## src/rtl/rma_pkg.sv

```systemverilog
// ----------------------------------------------------------------------------
// rma_pkg
// Types and fixed widths shared by the ring moving-average filter.
// ----------------------------------------------------------------------------
package rma_pkg;

    localparam int DATA_W   = 16;
    localparam int BACK_W   = 16;
    localparam int MODE_W   = 2;
    localparam int CFG_W    = 6;
    localparam int TOTAL_W  = 22;
    localparam int DIV_CNT_W = $clog2(TOTAL_W);

    localparam logic [CFG_W-1:0] CFG_RESET = 6'd8;

    typedef enum logic [MODE_W-1:0] {
        MODE_ADD   = 2'd0,
        MODE_GET   = 2'd1,
        MODE_CLEAR = 2'd2,
        MODE_FILL  = 2'd3
    } t_mode;

    typedef enum logic [6:0] {
        S_IDLE  = 7'b0000001,
        S_ADDRD = 7'b0000010,
        S_DIV   = 7'b0000100,
        S_POST  = 7'b0001000,
        S_GETRD = 7'b0010000,
        S_FILL  = 7'b0100000,
        S_DONE  = 7'b1000000
    } t_state;

endpackage

```

## src/rtl/rma_ram.sv

```systemverilog
// ----------------------------------------------------------------------------
// rma_ram
// Generic single write port, single read port RAM with registered read.
// ----------------------------------------------------------------------------
module rma_ram #(
    parameter int WIDTH = 16,
    parameter int DEPTH = 32
) (
    input  logic                     i_clk,
    input  logic                     i_we,
    input  logic [$clog2(DEPTH)-1:0] i_waddr,
    input  logic [WIDTH-1:0]         i_wdata,
    input  logic [$clog2(DEPTH)-1:0] i_raddr,
    output logic [WIDTH-1:0]         o_rdata
);

    logic [WIDTH-1:0] r_mem [DEPTH];
    logic [WIDTH-1:0] r_rdata;

    always_ff @(posedge i_clk) begin
        if (i_we) begin
            r_mem[i_waddr] <= i_wdata;
        end
        r_rdata <= r_mem[i_raddr];
    end

    assign o_rdata = r_rdata;

endmodule

```

## src/rtl/ring_moving_average_top.sv

```systemverilog
// ----------------------------------------------------------------------------
// ring_moving_average_top
// Moving-average filter over a ring of recent samples with add, get, clear
// and fill operations, one result transfer per input transfer.
// ----------------------------------------------------------------------------
// operation: add reads the oldest ring entry and then takes 22 steps of the shared
//   restoring divider; get takes the divider steps first and then one ring read;
//   fill writes one ring entry a cycle across the window; one item in flight.
// reset: synchronous, active low; ring reads as zero through per-entry valid
//   bits, pointer, total and average zero, window length 8. No clearing pass.
// ----------------------------------------------------------------------------
module ring_moving_average_top
    import rma_pkg::*;
#(
    parameter int MAX_WINDOW = 32
) (
    input  logic                      i_clk,
    input  logic                      i_rst_n,
    // configuration
    input  logic                      i_cfg_valid,
    output logic                      o_cfg_ready,
    input  logic [CFG_W-1:0]          i_window_length,
    // input items
    input  logic                      i_in_valid,
    output logic                      o_in_ready,
    input  logic [MODE_W-1:0]         i_mode,
    input  logic signed [DATA_W-1:0]  i_sample,
    input  logic [BACK_W-1:0]         i_back_count,
    // result items
    output logic                      o_out_valid,
    input  logic                      i_out_ready,
    output logic signed [DATA_W-1:0]  o_average,
    output logic signed [DATA_W-1:0]  o_past_sample
);

    localparam int PW  = $clog2(MAX_WINDOW);
    localparam int LW  = $clog2(MAX_WINDOW + 1);
    localparam int XW  = LW + 1;
    localparam int CW  = (LW > CFG_W) ? LW : CFG_W;
    localparam int PRW = (LW + DATA_W + 1 > TOTAL_W) ? LW + DATA_W + 1 : TOTAL_W;
    localparam logic [DIV_CNT_W-1:0] DIV_LAST = DIV_CNT_W'(TOTAL_W - 1);

    // registers
    t_state                    r_state, n_state;
    t_mode                     r_mode, n_mode;
    logic [DATA_W-1:0]         r_sample, n_sample;
    logic [CFG_W-1:0]          r_wlen;
    logic [PW-1:0]             r_ptr, n_ptr;
    logic [TOTAL_W-1:0]        r_total, n_total;
    logic [DATA_W-1:0]         r_avg, n_avg;
    logic [MAX_WINDOW-1:0]     r_valid, n_valid;
    logic [TOTAL_W-1:0]        r_quo, n_quo;
    logic [LW-1:0]             r_rem, n_rem;
    logic [DIV_CNT_W-1:0]      r_cnt, n_cnt;
    logic                      r_neg, n_neg;
    logic [DATA_W-1:0]         r_past, n_past;
    logic [PW-1:0]             r_fill_idx, n_fill_idx;
    logic                      r_rd_valid;
    logic                      r_out_valid, n_out_valid;
    logic [DATA_W-1:0]         r_out_avg, n_out_avg;
    logic [DATA_W-1:0]         r_out_past, n_out_past;

    // combinational
    logic [LW-1:0]             w_len;
    logic [CW-1:0]             w_wlen_ext;
    logic [DATA_W-1:0]         w_rd_value;
    logic [TOTAL_W-1:0]        w_add_total;
    logic [TOTAL_W-1:0]        w_add_mag;
    logic [LW:0]               w_rem_sh;
    logic                      w_ge;
    logic [XW-1:0]             w_ptr_inc;
    logic [PW-1:0]             w_newest;
    logic [PW-1:0]             w_back_r;
    logic [XW-1:0]             w_idx_wide;
    logic [PW-1:0]             w_idx;
    logic [DATA_W-1:0]         w_sat_avg;
    logic signed [PRW-1:0]     w_fill_prod;
    logic                      w_out_free;

    // ring memory
    logic                      w_ram_we;
    logic [PW-1:0]             w_ram_waddr;
    logic [DATA_W-1:0]         w_ram_wdata;
    logic [PW-1:0]             w_ram_raddr;
    logic [DATA_W-1:0]         w_ram_rdata;

    rma_ram #(
        .WIDTH (DATA_W),
        .DEPTH (MAX_WINDOW)
    ) u_ring (
        .i_clk   (i_clk),
        .i_we    (w_ram_we),
        .i_waddr (w_ram_waddr),
        .i_wdata (w_ram_wdata),
        .i_raddr (w_ram_raddr),
        .o_rdata (w_ram_rdata)
    );

    // active window: register saturated to 1..MAX_WINDOW
    assign w_wlen_ext = CW'(r_wlen);
    always_comb begin
        if (w_wlen_ext == '0) begin
            w_len = LW'(1);
        end else if (w_wlen_ext > CW'(MAX_WINDOW)) begin
            w_len = LW'(MAX_WINDOW);
        end else begin
            w_len = LW'(w_wlen_ext);
        end
    end

    // entries never written since reset or clear read as zero
    assign w_rd_value  = r_rd_valid ? w_ram_rdata : '0;

    assign w_add_total = r_total - {{(TOTAL_W-DATA_W){w_rd_value[DATA_W-1]}}, w_rd_value}
                       + {{(TOTAL_W-DATA_W){r_sample[DATA_W-1]}}, r_sample};
    assign w_add_mag   = w_add_total[TOTAL_W-1] ? (~w_add_total + TOTAL_W'(1)) : w_add_total;

    // one restoring division step
    assign w_rem_sh = {r_rem, r_quo[TOTAL_W-1]};
    assign w_ge     = (w_rem_sh >= (LW+1)'(w_len));

    assign w_ptr_inc = XW'(r_ptr) + XW'(1);

    // get: step back from the newest entry, wrapping to the top of the window
    assign w_newest  = (r_ptr == '0) ? PW'(w_len - LW'(1)) : (r_ptr - PW'(1));
    assign w_back_r  = PW'(r_rem);
    always_comb begin
        if (w_newest >= w_back_r) begin
            w_idx_wide = XW'(w_newest) - XW'(w_back_r);
        end else begin
            w_idx_wide = XW'(w_newest) + XW'(w_len) - XW'(w_back_r);
        end
    end
    assign w_idx = w_idx_wide[PW-1:0];

    // signed quotient, saturated to 16 bits
    always_comb begin
        if (r_neg) begin
            if (r_quo > TOTAL_W'(32768)) begin
                w_sat_avg = 16'h8000;
            end else begin
                w_sat_avg = ~r_quo[DATA_W-1:0] + DATA_W'(1);
            end
        end else begin
            if (r_quo > TOTAL_W'(32767)) begin
                w_sat_avg = 16'h7fff;
            end else begin
                w_sat_avg = r_quo[DATA_W-1:0];
            end
        end
    end

    assign w_fill_prod = $signed({{(PRW-DATA_W){r_sample[DATA_W-1]}}, r_sample})
                       * $signed({{(PRW-LW){1'b0}}, w_len});

    assign w_out_free = !r_out_valid || i_out_ready;

    always_comb begin
        n_state     = r_state;
        n_mode      = r_mode;
        n_sample    = r_sample;
        n_ptr       = r_ptr;
        n_total     = r_total;
        n_avg       = r_avg;
        n_valid     = r_valid;
        n_quo       = r_quo;
        n_rem       = r_rem;
        n_cnt       = r_cnt;
        n_neg       = r_neg;
        n_past      = r_past;
        n_fill_idx  = r_fill_idx;
        n_out_valid = r_out_valid;
        n_out_avg   = r_out_avg;
        n_out_past  = r_out_past;
        w_ram_we    = 1'b0;
        w_ram_waddr = r_ptr;
        w_ram_wdata = r_sample;
        w_ram_raddr = r_ptr;

        if (r_out_valid && i_out_ready) begin
            n_out_valid = 1'b0;
        end

        unique case (r_state)
            S_IDLE: begin
                if (i_in_valid) begin
                    n_mode   = t_mode'(i_mode);
                    n_sample = i_sample;
                    n_past   = '0;
                    unique case (t_mode'(i_mode))
                        MODE_ADD: begin
                            // ring read of the oldest entry issued now
                            n_state = S_ADDRD;
                        end
                        MODE_GET: begin
                            n_quo   = TOTAL_W'(i_back_count);
                            n_rem   = '0;
                            n_cnt   = '0;
                            n_neg   = 1'b0;
                            n_state = S_DIV;
                        end
                        MODE_CLEAR: begin
                            n_valid = '0;
                            n_ptr   = '0;
                            n_total = '0;
                            n_avg   = '0;
                            n_state = S_DONE;
                        end
                        MODE_FILL: begin
                            n_fill_idx = '0;
                            n_state    = S_FILL;
                        end
                    endcase
                end
            end
            S_ADDRD: begin
                n_total        = w_add_total;
                w_ram_we       = 1'b1;
                n_valid[r_ptr] = 1'b1;
                n_quo          = w_add_mag;
                n_rem          = '0;
                n_cnt          = '0;
                n_neg          = w_add_total[TOTAL_W-1];
                if (w_ptr_inc >= XW'(w_len)) begin
                    n_ptr = '0;
                end else begin
                    n_ptr = w_ptr_inc[PW-1:0];
                end
                n_state = S_DIV;
            end
            S_DIV: begin
                n_quo = {r_quo[TOTAL_W-2:0], w_ge};
                n_rem = w_ge ? LW'(w_rem_sh - (LW+1)'(w_len)) : LW'(w_rem_sh);
                n_cnt = r_cnt + DIV_CNT_W'(1);
                if (r_cnt == DIV_LAST) begin
                    n_state = S_POST;
                end
            end
            S_POST: begin
                if (r_mode == MODE_ADD) begin
                    n_avg   = w_sat_avg;
                    n_state = S_DONE;
                end else begin
                    w_ram_raddr = w_idx;
                    n_state     = S_GETRD;
                end
            end
            S_GETRD: begin
                n_past  = w_rd_value;
                n_state = S_DONE;
            end
            S_FILL: begin
                w_ram_we            = 1'b1;
                w_ram_waddr         = r_fill_idx;
                n_valid[r_fill_idx] = 1'b1;
                n_fill_idx          = r_fill_idx + PW'(1);
                if (r_fill_idx == PW'(w_len - LW'(1))) begin
                    n_ptr   = '0;
                    n_avg   = r_sample;
                    n_total = w_fill_prod[TOTAL_W-1:0];
                    n_state = S_DONE;
                end
            end
            S_DONE: begin
                if (w_out_free) begin
                    n_out_valid = 1'b1;
                    n_out_avg   = r_avg;
                    n_out_past  = r_past;
                    n_state     = S_IDLE;
                end
            end
            default: begin
                n_state = S_IDLE;
            end
        endcase
    end

    always_ff @(posedge i_clk) begin
        if (!i_rst_n) begin
            r_state     <= S_IDLE;
            r_wlen      <= CFG_RESET;
            r_ptr       <= '0;
            r_total     <= '0;
            r_avg       <= '0;
            r_valid     <= '0;
            r_out_valid <= 1'b0;
        end else begin
            r_state     <= n_state;
            r_ptr       <= n_ptr;
            r_total     <= n_total;
            r_avg       <= n_avg;
            r_valid     <= n_valid;
            r_out_valid <= n_out_valid;
            if (i_cfg_valid) begin
                r_wlen <= i_window_length;
            end
        end
    end

    always_ff @(posedge i_clk) begin
        r_mode     <= n_mode;
        r_sample   <= n_sample;
        r_quo      <= n_quo;
        r_rem      <= n_rem;
        r_cnt      <= n_cnt;
        r_neg      <= n_neg;
        r_past     <= n_past;
        r_fill_idx <= n_fill_idx;
        r_out_avg  <= n_out_avg;
        r_out_past <= n_out_past;
        r_rd_valid <= r_valid[w_ram_raddr];
    end

    assign o_cfg_ready   = 1'b1;
    assign o_in_ready    = (r_state == S_IDLE);
    assign o_out_valid   = r_out_valid;
    assign o_average     = r_out_avg;
    assign o_past_sample = r_out_past;

endmodule
```

## config.mk

```make
export PLATFORM = sky130hd
export DESIGN_NAME = ring_moving_average_top
export DESIGN_NICKNAME = d
export VERILOG_FILES = /design/src/rtl/rma_pkg.sv /design/src/rtl/rma_ram.sv /design/src/rtl/ring_moving_average_top.sv
export SDC_FILE = /design/constraint.sdc
export NUM_CORES = 1
export LEC_CHECK = 0
export BUFFER_PORTS_ARGS = -buffer_cell sky130_fd_sc_hd__clkbuf_2
export CAP_MARGIN = 40
export CORE_ASPECT_RATIO = 0.8
export CORE_MARGIN = 4
export CORE_UTILIZATION = 32
export DETAILED_ROUTE_END_ITERATION = 8
export PLACE_DENSITY_LB_ADDON = 0.05
export SLEW_MARGIN = 40
export SYNTH_ARGS = -nofsm -noshare
export SYNTH_HDL_FRONTEND = slang
export SYNTH_HIERARCHICAL = 1
export SYNTH_SLANG_ARGS = --single-unit
export TNS_END_PERCENT = 5
```

## constraint.sdc

```tcl
create_clock -name i_clk -period 16.8 [get_ports i_clk]
set_clock_uncertainty 0.2 [all_clocks]
set_input_delay 3.36 -clock i_clk [delete_from_list [all_inputs] [get_ports i_clk]]
set_output_delay 3.36 -clock i_clk [all_outputs]
set_load 0.01 [all_outputs]
```

==> results.json <==
{
  "clk_path_buf_depth": 3,
  "p_per_area_mw_per_mm2": 145,
  "min_period_ns": 6.70,
  "syn2layout_area_growth_pct": 13.5,
  "grt_pass1_vias": 23500,
  "status": "finished, final reports clean",
  "rsz0062_at_grt": "false",
  "worstSetupEndpointType": "flop",
  "fp.coreArea_mm2": 0.111,
  "cts_tree": "yes",
  "die-area_mm2": 0.118,
  "worst_slew_pin_slew_ns": 0.852,
  "netlist.top_cell.by_area": "edfxtp_1",
  "placed_area_mm2": 0.0383,
  "dp_hpwl_um": 78900,
  "hold_start": "r_past[10]",
  "hold_depth": 0,
  "max_freq_ghz": 0.149,
  "slew_violations": 0,
  "cts_sinks": 723,
  "postCtsSetupRepairBufs": 0,
  "crit_path_max_incr_delay_ns": 0.57,
  "synth_common_cells": "edfxtp_1 (617), mux2i_1 (285), nor2_1 (257), inv_1 (235), a21oi_1 (143)",
  "ys.flop_type": "edfxtp_1",
  "reg2reg_slack_ns": 10.10,
  "max_cap_viol_count": 0,
  "vias": 23600,
  "final_cell_area_mm2": 0.0409,
  "rows": 109,
  "initial_core_util": 0.324,
  "postCtsHoldBufs": 0,
  "vias_per_cell": 5.20,
  "slowest_stage": "o21ai_1",
  "syn-cell-area_mm2": 0.0360,
  "grt.overflow.total": 0,
  "ff2ff_path_depth": 22,
  "port_buffers": 78,
  "cpMostUsedCell": "buf_16",
  "grt_max_degree": 75,
  "drt_wl_total_um": 118000,
  "place.gp.congestion": 0.865,
  "drive_gt1_frac": 0.111,
  "hold_end": "o_past_sample[10]",
  "hold_class": "reg2reg",
  "die_y_um": 308,
  "wl_per_cell_um": 26.0,
  "period_share": 0.399,
  "syn_nets": 3117,
  "synth.avg_cell_area_um2": 12.5,
  "clk_pin_slew_ns": 0.06,
  "instances_no_fill": 4542,
  "p_leak_nw": 14.4,
  "ant_nets": 0,
  "h-tree-depth": 3,
  "clk_latency_ns": 0.67,
  "start_kind": "flop",
  "reg2reg_from": "r_wlen[2]",
  "fin_nets": 3213,
  "grt_pass1_wl_um": 170000,
  "critPathArrivalTime_ns": 7.10,
  "die_w_um": 383,
  "slew_headroom": 0.432,
  "placed_cells": 4388,
  "antenna_found_initial": 7,
  "finalHoldViolations": 0,
  "timing.rr.end": "u_ring/o_rdata[9]",
  "final_util": 0.368,
  "path_class": "reg2reg",
  "ys_warn_count": 6,
  "pre_cts_ws_ns": 10.06,
  "synth_area_leaders": "edfxtp_1 (51%), mux2i_1 (7.9%), dfxtp_1 (5.9%), fa_1 (5.1%), ha_1 (3.5%)",
  "yosysSeqAreaShare": 0.573,
  "cp_cell_sequence": "nor4_1 > nor2_1 > nor2_1 > buf_4 > inv_1 > ha_1 > xnor2_1 > a211oi_1 > a21o_1 > ha_1 > a21oi_1 > o21ai_1 > a221oi_4 > inv_16 > buf_16 > buf_12 > buf_16 > buf_16 > mux2i_1 > a22oi_1 > nand3_1 > nand3_1",
  "synth_seq_cells": 723,
  "fin_ws_ns": 10.10,
  "yosysUniqueCellTypes": 86,
  "yosysTopAreaCellShare": 0.514,
  "postCtsResizedCells": 0,
  "cts_made_buffers": 80,
  "grt.total_usage": 0.197,
  "clockRootBuffer": "clkbuf_16",
  "required_ns": 17.20,
  "synth_edf_count": 617,
  "io_pins": 80,
  "yosysMostFrequentCell": "edfxtp_1",
  "synth_cells": 2880,
  "multi_input_area_mm2": 0.0138,
  "fin_setup_tns_ns": 0,
  "firstDrtPassIters": 7,
  "regArea_mm2": 0.0206,
  "drc": 0,
  "path_max_fanout": 74,
  "async_flop_share": 0,
  "drt_iter0_drc": 2265,
  "ir_drop_mv": 0.120,
  "fillers": 10800,
  "finalSetupViolCount": 0
}
report_power, final:
part	switching, mW	internal, mW	leakage (nW)
combinational	1.38	0.709	6.70
clock	0.762	0.968	1.24
sequential	0.0517	2.07	6.45
layer usage:
metal / vias up / global-route usage / share of wire
met5: - / 0 / 0.00011
met4: 2 / 0.0381 / 0.016
met3: 112 / 0.0517 / 0.074
met2: 706 / 0.276 / 0.40
met1: 12000 / 0.304 / 0.51
li1: 10800 / - / -
layout by cell type, fill, tap and decap left out, types with 9 or more instances in the layout:
cell type,n
nand3b_1,13
a221oi_1,11
nor2b_1,21
nand2_1,130
nor4_1,9
inv_1,234
a22oi_1,87
o21ai_1,9
a21oi_1,143
dfxtp_1,106
nor2_1,238
or3_1,18
nor3_1,37
a21o_1,23
o31ai_1,35
nand2b_1,17
xor2_1,31
buf_4,66
clkbuf_2,78
a211oi_1,20
edfxtp_1,617
xnor2_1,58
clkinv_1,16
nor3b_1,12
clkbuf_16,83
ha_1,100
nand3_1,60
nor2_2,13
nand4_1,35
mux2i_1,285
fa_1,92
a22o_1,33
and2_1,9
o211a_1,12
clkinv_2,17
o21ai_0,75
clkbuf_1,19
a31oi_1,25
logic make-up after synthesis:
logic type,Yosys count,synth area share
AOI/OAI and AO/OA,545,0.102
other,1,0.000104
muxes,290,0.0809
buffers and inverters,381,0.0485
DFF,723,0.573
xor gates and xnor gates,89,0.0216
and+or+nand+nor,659,0.0875
adders and majority gates,192,0.0859
layout make-up:
class | count | area share
Timing Repair Buffer | 157 | 0.0273
Clock inverter | 45 | 0.00869
Multi-Input combinational cell | 1776 | 0.338
Sequential cell | 723 | 0.505
Clock buffer | 104 | 0.0532
Tap cell | 1498 | 0.0458
Inverter | 238 | 0.0222
Antenna cell | 1 | 0.0000612
critical path: cells and delay by family, from the launching register on:
kind / cells / cell delay (ns)
xor+xnor: 1 / 0.29
flops: 1 / 0.34
compound gates: 6 / 1.58
simple gates: 5 / 0.91
fa+ha+maj: 2 / 0.63
buf+inv: 7 / 2.24
mux: 1 / 0.16
stage by stage:
stage	hold slack [ns]	total power [mW]
after floorplan	0.200	3.55
after global placement	0.211	4.23
after detailed placement	0.206	4.24
after CTS	0.220	5.99
after global routing	0.223	6.29
final	0.224	5.94
worst max-delay path by stage:
stage | from | end | slack [ns] | cells past startpoint
after floorplan | i_mode[1] | r_cnt[0] | 10.28 | 2
after global placement | r_wlen[2] | u_ring/o_rdata[14] | 10.13 | 25
after detailed placement | r_wlen[2] | u_ring/o_rdata[1] | 10.06 | 22
after CTS | r_wlen[2] | u_ring/o_rdata[1] | 10.04 | 22
after global routing | r_wlen[5] | u_ring/o_rdata[1] | 9.52 | 19
final | r_wlen[2] | u_ring/o_rdata[9] | 10.10 | 22
registers in the layout (all words and copies together) (netlist names):
| register | count |
|---|---|
| r_neg | 1 |
| r_past | 16 |
| r_total | 22 |
| r_mode | 2 |
| r_cnt | 5 |
| r_rd_valid | 1 |
| o_out_valid | 1 |
| r_sample | 16 |
| r_fill_idx | 5 |
| r_rem | 6 |
| r_avg | 16 |
| r_ptr | 5 |
| r_valid | 32 |
| o_average | 16 |
| r_state | 7 |
| r_quo | 22 |
| r_wlen | 6 |
| u_ring/r_mem | 512 |
| u_ring/o_rdata | 16 |
| o_past_sample | 16 |
No activity file was read; power rests on OpenSTA's default activity.
